===== config.mk =====
export PLATFORM = sky130hd
export DESIGN_NAME = lir_ctrl
export DESIGN_NICKNAME = d
export VERILOG_FILES = /design/src/hw/rtl/lir_pkg.sv /design/src/hw/rtl/lir_ctrl.sv
export SDC_FILE = /design/constraint.sdc
export NUM_CORES = 1
export LEC_CHECK = 0
export ABC_CLOCK_PERIOD_IN_PS = 5550
export BUFFER_PORTS_ARGS = -buffer_cell sky130_fd_sc_hd__buf_2
export CORE_MARGIN = 1
export CORE_UTILIZATION = 35
export DETAILED_ROUTE_END_ITERATION = 10
export GPL_ROUTABILITY_DRIVEN = 0
export MAX_ROUTING_LAYER = met4
export PLACE_DENSITY = 0.54
export SYNTH_ARGS = -nofsm -noshare
export SYNTH_HDL_FRONTEND = slang
export SYNTH_SLANG_ARGS = --single-unit
export TNS_END_PERCENT = 20

===== constraint.sdc =====
create_clock -name clk -period 5.55 [get_ports clk]
set_clock_uncertainty 0.05 [all_clocks]
set_input_delay 0.2775 -clock clk [delete_from_list [all_inputs] [get_ports clk]]
set_output_delay 0.2775 -clock clk [all_outputs]
set_load 0.02 [all_outputs]

===== src/hw/rtl/lir_pkg.sv =====
// Shared types and constants of the linear-interpolation resampler.
// Depends on nothing; the top level, lir_ctrl and lir_dp import it.
`default_nettype none

package lir_pkg;

	// Fixed field widths
	localparam int SAMPLE_BITS = 24;
	localparam int LEN_BITS    = 16;

	// Request mode codes
	localparam logic MODE_LOAD    = 1'b0;
	localparam logic MODE_REQUEST = 1'b1;

	// Input request payload
	typedef struct packed {
		logic                          mode;
		logic signed [SAMPLE_BITS-1:0] sample;
	} item_t;

	// Result payload
	typedef struct packed {
		logic signed [SAMPLE_BITS-1:0] value;
		logic                          last;
	} result_t;

	// Commands from controller to datapath
	typedef struct packed {
		logic load;       // append the request sample
		logic latch;      // capture index, clamps and path of a new request
		logic mul1;       // position product i*(n-1)
		logic div1_go;    // start position division
		logic div1_take;  // capture whole part and remainder
		logic rd_second;  // read address selects the upper neighbor
		logic cap_s0;     // capture first sample read
		logic cap_s1;     // capture difference of neighbors
		logic mul2;       // slope product (s1-s0)*r
		logic div2_go;    // start slope division
		logic emit;       // register the result and update counters
	} cmd_t;

	// Status from datapath to controller
	typedef struct packed {
		logic n_zero;      // store is empty
		logic replay;      // counters call for replay of stored samples
		logic run_replay;  // request in flight is a replay
		logic div_done;    // divider finished
	} status_t;

endpackage

`default_nettype wire


===== src/hw/rtl/lir_ctrl.sv =====
// Controller state machine of the resampler: accepts requests and sequences
// the datapath. Depends on lir_pkg.
`default_nettype none

module lir_ctrl (
	input  wire logic              clk,
	input  wire logic              arst_n,
	input  wire logic              start,
	input  wire logic              mode,
	input  wire lir_pkg::status_t  st,
	output lir_pkg::cmd_t          cmd,
	output logic                   busy
);

	import lir_pkg::*;

	typedef enum logic [10:0] {
		S_IDLE  = 11'b000_0000_0001,
		S_MUL1  = 11'b000_0000_0010,
		S_DIV1  = 11'b000_0000_0100,
		S_WAIT1 = 11'b000_0000_1000,
		S_RD0   = 11'b000_0001_0000,
		S_RD1   = 11'b000_0010_0000,
		S_RD2   = 11'b000_0100_0000,
		S_MUL2  = 11'b000_1000_0000,
		S_DIV2  = 11'b001_0000_0000,
		S_WAIT2 = 11'b010_0000_0000,
		S_FIN   = 11'b100_0000_0000
	} state_t;

	state_t state_q;
	state_t state_d;

	// Next state and commands
	always_comb begin
		state_d = state_q;
		cmd     = '0;
		unique case (state_q)
			S_IDLE: begin
				if (start) begin
					if (mode == MODE_LOAD) begin
						cmd.load = 1'b1;
					end else if (!st.n_zero) begin
						cmd.latch = 1'b1;
						state_d   = st.replay ? S_RD0 : S_MUL1;
					end
				end
			end
			S_MUL1: begin
				cmd.mul1 = 1'b1;
				state_d  = S_DIV1;
			end
			S_DIV1: begin
				cmd.div1_go = 1'b1;
				state_d     = S_WAIT1;
			end
			S_WAIT1: begin
				if (st.div_done) begin
					cmd.div1_take = 1'b1;
					state_d       = S_RD0;
				end
			end
			S_RD0: begin
				state_d = S_RD1;
			end
			S_RD1: begin
				cmd.rd_second = 1'b1;
				cmd.cap_s0    = 1'b1;
				state_d       = st.run_replay ? S_FIN : S_RD2;
			end
			S_RD2: begin
				cmd.cap_s1 = 1'b1;
				state_d    = S_MUL2;
			end
			S_MUL2: begin
				cmd.mul2 = 1'b1;
				state_d  = S_DIV2;
			end
			S_DIV2: begin
				cmd.div2_go = 1'b1;
				state_d     = S_WAIT2;
			end
			S_WAIT2: begin
				if (st.div_done) begin
					state_d = S_FIN;
				end
			end
			S_FIN: begin
				cmd.emit = 1'b1;
				state_d  = S_IDLE;
			end
			default: begin
				state_d = S_IDLE;
			end
		endcase
	end

	// State register
	always_ff @(posedge clk or negedge arst_n) begin
		if (!arst_n) begin
			state_q <= S_IDLE;
		end else begin
			state_q <= state_d;
		end
	end

	assign busy = (state_q != S_IDLE);

endmodule

`default_nettype wire


# --- Word-level counts from Yosys, hierarchy flattened ---
# Cells that the tools add are included.
classes:
  n_eq_ne: 17
  n_reduce_logical: 1
  muxes: 22
op_table:
  columns: ["cell", "count"]
  rows:
  - ["11-bit case mux with 10 select lines", 1]
  - ["11-bit two-way mux", 6]
  - ["11-bit by 1-bit equality test with 1-bit output, second input constant", 1]
  - ["11-bit by 10-bit equality test with 1-bit output, second input constant", 1]
  - ["11-bit equality test, second input constant", 1]
  - ["11-bit by 2-bit equality test with 1-bit output, second input constant", 1]
  - ["11-bit by 3-bit equality test with 1-bit output, second input constant", 1]
  - ["11-bit by 4-bit equality test with 1-bit output, second input constant", 1]
  - ["11-bit by 5-bit equality test with 1-bit output, second input constant", 1]
  - ["11-bit by 6-bit equality test with 1-bit output, second input constant", 1]
  - ["11-bit by 7-bit equality test with 1-bit output, second input constant", 1]
  - ["11-bit by 8-bit equality test with 1-bit output, second input constant", 1]
  - ["11-bit by 9-bit equality test with 1-bit output, second input constant", 1]
  - ["1-bit two-way mux", 11]
  - ["11-bit by 1-bit != test with 1-bit output, second input constant", 1]
  - ["2-bit != test, second input constant", 5]
  - ["2-bit two-way mux", 3]
  - ["5-bit two-way mux", 1]
  - ["5-bit AND reduction", 1]
word_totals:
  reg_bits: 11
  in_bits: 8
  out_inout_bits: 12

# --- Logic depth before layout (Yosys ltp) ---
# Gate-level depths: netlist (run 1).
depth:
  word_depth: 5
  ltp_mapped: 5

# --- Least setup slack after synthesis (run 1) ---
# OpenSTA, ideal clock, no wires.
synth_timing:
  kind: "register to output"
  start: "register state_q[7]"
  end: "output port cmd[10] (netlist name)"
  path_slack_ps: 3220
  arrival_time_ps: 2003
  path_stages_with_launch: 5
  t_required_ps: 5223
  path_buffers: 1
  path_cell_list: "dfrtp_1 -> buf_6 -> nor4_1 -> nand3_1 -> nor3b_1"
synth_rtl:
  columns: ["element", "line", "rtl"]
  rows:
  - ["start, declared", "lir_ctrl.sv:31", "state_t state_q;"]
  - ["start signal, assigned", "lir_ctrl.sv:103", "state_q <= state_d;"]
  - ["end, declared", "lir_ctrl.sv:11", "output lir_pkg::cmd_t cmd,"]

==> results_dict.tcl, run 1 <==
set metrics [dict create \
    outcome "finished clean" \
    synthSimpleGateAreaFrac_pct 40.52 \
    ys.flop_type "dfrtp_1" \
    hold_viol_final 0 \
    reg2reg_slack_ns 3.42 \
    synth.distinct_cells 34 \
    start_kind "flop" \
    gr-total-overflow 0 \
    worst_slew_pin_slew_ns 0.6938 \
    reg2reg_to "state_q[4]" \
    setup_violations 0 \
    routedWlPerCell_um 13.16 \
    synth_commonest_cells "dfrtp_1, nor2_1, nor4_1" \
    maxCapViolCount 0 \
    cp.arrival_ns 2.29 \
    viasPerCell 5.512 \
    timing.critical_path.from "state_q[1]" \
    path_class "flop to output pin" \
    clkSlewWorstSetupHoldPaths_ns 0.07 \
    slew_headroom_pct 53.32 \
    clockBufferDepth 2 \
    fin_crit_ns 2.621 \
    hpwlAfterDp_mm 1.204 \
    largest_reg_flops 11 \
    ant_nets 0 \
    grtUsageMet1_pct 23.43 \
    reg.largest.list "state_q: 11 flops" \
    h-tree-depth 1 \
    finalNetCount 109 \
    grt_antenna_before_repair 0 \
    grt_pass1_vias 570 \
    core-area_um2 1962 \
    synth_top_family_by_area "simple AND/OR/NAND/NOR gates" \
    cts_tree "yes" \
    ys_ff_latch 11 \
    rsz0062_at_grt "no" \
    grt_use_met3_pct 3.396 \
    num-fill-cells 216 \
    vdd_ir_drop_max_mv 0.1493 \
    synth_top_cells_by_area "dfrtp_1, nor4_1, and3b_1" \
    yosysTopAreaCell "dfrtp_1" \
    start_util_pct 36.99 \
    synth_edf_count 0 \
    clock_latency_ns 0.26 \
    synth_fp_nets 90 \
    numCtsBuffers 3 \
    syn_avg_cell_area_um2 8.850 \
    die_h_um 47.54 \
    io_pins 20 \
    io_buffers 19 \
    leakagePower_nw 0.4242 \
    synth_compound_area_share_pct 10.52 \
    antenna_cells 0 \
    seq_area_frac_synth_pct 38.10 \
    clkSinkCount 11 \
    synth_top_area_share_pct 34.48 \
    worst_hold_slack_ns 0.1170 \
    layout-drive-gt1-share_pct 26.00 \
    grt_pass1_wl_mm 2.608 \
    synth_adder_area_share_pct 0 \
    crit_path_end "cmd[2]" \
    drt_iter0_drc 21 \
    area_growth_syn_to_layout_pct 18.10 \
    power_mw 0.2858 \
    drcViolationCount 0 \
    fin_setup_tns_ns 0 \
    cts_root_buf "clkbuf_4" \
    yosysMostFrequentCell "dfrtp_1" \
    wirelength_mm 1.671 \
    cts.repair.resized 0 \
    power.density_nw_per_um2 333.4 \
    r2r_cells 4 \
    critPathRequiredTime_ns 5.22 \
    synthMuxAreaShare_pct 0 \
    die_area_um2 2260 \
    die_width_um 47.54 \
    max_freq_mhz 381.5 \
    critPathMaxFanout 8 \
    yosysWarnings 0 \
    first_pass_iters 4 \
    rows 16 \
    maxSlewViolCount 0 \
    synth_xor_area_share_pct 3.621 \
    synthCells 82 \
    holdCritPathClass "input port to flop" \
    synthArstFlopShare_pct 100.0 \
    grt.busiest_layer "met2" \
    vias 700 \
    critPathCaptureType "output pin" \
    gr-usage-met2_pct 25.48 \
    top_register "state_q" \
    syn-cell-area_um2 725.7 \
    grtUsageTotal_pct 17.32 \
    grt_max_degree 12 \
    fin_crit_sh_pct 47.23 \
    reg2reg_from "state_q[7]" \
]
-- power breakdown --
part	leakage (nW)	switching, mW	internal [mW]
logic	0.260	0.0756	0.0496
registers	0.149	0.0143	0.0919
clock network	0.0150	0.0265	0.0278
total	0.424	0.116	0.169
-- critical path: stages (launching register included) --
cell and delay (ns):
dfrtp_1 0.46, nor4_1 0.62, nand2_1 0.20, nor4_1 0.37, and3b_1 0.22, buf_2 0.15
-- worst min path at each step --
stage / from / end / slack [ns] / depth (start not counted)
2_1_floorplan: arst_n / state_q[10] / -0.07 / 0
3_3_place_gp: arst_n / state_q[7] / 0.11 / 1
3_5_place_dp: arst_n / state_q[7] / 0.11 / 1
4_1_cts: st[1] / state_q[6] / 0.11 / 2
5_1_grt: st[1] / state_q[6] / 0.11 / 2
6_report: st[1] / state_q[6] / 0.12 / 2
-- stage by stage --
step	utilization, %	std cells	cell area (um^2)	setup WS (ns)
6_report	43.69	127	857.1	2.929
5_1_grt	43.69	127	857.1	2.661
4_1_cts	43.69	127	857.1	2.930
3_5_place_dp	41.84	122	820.8	3.233
3_3_place_gp	41.84	122	820.8	3.277
2_1_floorplan	-	82	725.7	3.220
-- cell usage in the layout, fill, tap and decap left out, types with 3 or more instances in the layout --
cell / Yosys / final
nor3_1: 5 / 5
clkbuf_4: 0 / 3
nand4_1: 3 / 3
nor4_1: 6 / 6
dfrtp_1: 10 / 10
nor2_1: 6 / 6
inv_1: 5 / 5
buf_2: 0 / 19
nand2_1: 5 / 5
nor4b_1: 3 / 3
and3b_1: 4 / 4
-- cells by family (layout without fill, tap and decap cells) --
logic type / count (synthesis) / in the layout
XOR/XNOR: 3 / 3
buffers and inverters: 11 / 29
AND/OR/NAND/NOR: 46 / 46
AO/OA/AOI/OAI: 11 / 11
flip-flops: 11 / 11
-- layer usage --
layer  up-vias  share of wire [%]
met3         2                7.7
met4         0                1.3
met2        40                 43
met5         -                  0
met1       318                 48
li1        340                  -
-- layout make-up --
cell class	instances	area [um^2]	share of cell area [%]
clock buffers	4	26.28	3.066
flip-flops and latches	11	276.5	32.26
well taps	27	33.78	3.942
inverters	5	18.77	2.190
repair buffers	20	105.1	12.26
multi-input cells	60	396.6	46.28
-- timing repair --
| item | CTS | global route |
|---|---|---|
| hold buffers | 1 | 0 |
| hold endpoints to repair | 10 | 0 |
| setup buffers | 0 | 0 |
(Power assumes the default switching activity.)
==> run 2: changes to the inputs <==
Settings changed: ABC_CLOCK_PERIOD_IN_PS 5550 to 2300, PLACE_DENSITY 0.54 to 0.56.
Clock period 5.55 ns to 2.3 ns, I/O delays scaled along.
==> run 2 against run 1 <==
  * Setup slack got worse by 2.8 ns
  * Critical path depth did not move
  * Critical path type unchanged
  * Non-clock buffer count rose by 7
  * Sequential power rose by 140%
  * Design area rose by 7.4%
  * Core utilization rose by 3.3 points
  * Register-to-register slack got worse by 3.2 ns
  * Global-route usage did not move
==> results_dict.tcl, run 2 (synthesized netlist as in run 1, its figures left out) <==
set metrics [dict create \
    layout-drive-gt1-share_pct 29.91 \
    grt_antenna_before_repair 0 \
    final_common_cell "buf_2" \
    setup_violations 0 \
    first_pass_iters 4 \
    ant_nets 0 \
    die_area_um2 2260 \
    drt_iter0_drc 15 \
    power_mw 0.7377 \
    grt_pass1_wl_mm 2.601 \
    fin_setup_tns_ns 0 \
    vdd_ir_drop_max_mv 0.4979 \
    rows 16 \
    area_growth_syn_to_layout_pct 26.90 \
    worst_hold_slack_ns 0.03527 \
    h-tree-depth 1 \
    reg.largest.list "state_q: 11 flops" \
    start_util_pct 36.99 \
    die_width_um 47.54 \
    start_kind "flop" \
    fin_crit_ns 2.147 \
    maxCapViolCount 0 \
    clkSinkCount 11 \
    cts_setup_buffers 0 \
    io_buffers 19 \
    critPathMaxFanout 7 \
    power.density_nw_per_um2 801.1 \
    finalCoreUtilization_pct 46.94 \
    numCtsBuffers 3 \
    cts_root_buf "clkbuf_4" \
    rsz0062_at_grt "no" \
    antenna_cells 0 \
    finalNetCount 116 \
    path_class "flop to output pin" \
    grtUsageTotal_pct 17.32 \
    largest_reg_flops 11 \
    viasPerCell 5.522 \
    hpwlAfterDp_mm 1.233 \
    critPathCaptureType "output pin" \
    slew_headroom_pct 70.83 \
    max_freq_mhz 465.8 \
    clock_latency_ns 0.27 \
    gr-total-overflow 0 \
    io_pins 20 \
    cp.arrival_ns 1.98 \
    holdCritPathClass "input port to flop" \
    clkSlewWorstSetupHoldPaths_ns 0.07 \
    grt_pass1_vias 611 \
    die_h_um 47.54 \
    core-area_um2 1962 \
    pre_cts_ws_ns 0.2572 \
    wirelength_mm 1.677 \
    critPathRequiredTime_ns 2.13 \
    clockBufferDepth 2 \
    fin_crit_sh_pct 93.35 \
    grt_max_degree 12 \
    hold_viol_final 0 \
    routedWlPerCell_um 12.51 \
    leakagePower_nw 0.4594 \
    top_register "state_q" \
    fin_ws_ns 0.1530 \
    cts_tree "yes" \
    drcViolationCount 0 \
    final_cell_mix "buf_2, dfrtp_1, nor2_1" \
    outcome "finished clean" \
    worst_slew_pin_slew_ns 0.4315 \
    maxSlewViolCount 0 \
    vias 740 \
]
[run 2: worst max-delay path, stage by stage (launching register included)]
cell and delay (ns):
dfrtp_1 0.39, buf_4 0.16, nor4b_1 0.44, nand3_1 0.30, nor3b_1 0.23, buf_2 0.19
[run 2: area by class of cell]
class / instances / area, um^2
fill: 212 / 1041
multi-input combinational: 60 / 402.9
sequential: 11 / 276.5
timing repair buffer: 27 / 162.7
tap: 27 / 33.78
clock buffer: 4 / 26.28
inverter: 5 / 18.77
[run 2: final timing paths]
kind / from / to / slack, ns / depth (start not counted)
worst max-delay path: state_q[1] / cmd[10] / 0.15 / 5
worst min-delay path: st[0] / state_q[10] / 0.04 / 2
worst max register to register: state_q[5] / state_q[4] / 0.23 / 4
worst min register to register: state_q[2] / state_q[2] / 0.57 / 2
max in group asynchronous: arst_n / state_q[0] / 1.76 / 2
min in group asynchronous: arst_n / state_q[2] / 0.18 / 2
[run 2: report_power, final]
group	internal (mW)	switching (mW)	total, mW
Combinational	0.149	0.195	0.344
Sequential	0.222	0.0341	0.256
Clock	0.0673	0.0703	0.138
Total	0.438	0.300	0.738
[run 2: per-stage QoR]
step	instance area, um^2	cells
after floorplan	725.7	82
after global placement	858.3	127
after detailed placement	858.3	127
after CTS	914.6	134
after global routing	920.9	134
final	920.9	134
[run 2: metal layers]
| metal | vias up | global-route usage (%) | part of all wire [%] |
|---|---|---|---|
| met5 | - | - | 0 |
| met4 | 0 | 8.333 | 2.2 |
| met3 | 6 | 3.774 | 6.7 |
| met2 | 35 | 25.75 | 42 |
| met1 | 341 | 22.27 | 49 |
| li1 | 358 | - | - |
[run 2: repair_timing]
item                       4_1_cts  5_1_grt
hold buffers                     3        0
setup endpoints to repair        0        2
hold endpoints to repair        13        0
resized for setup                0        1
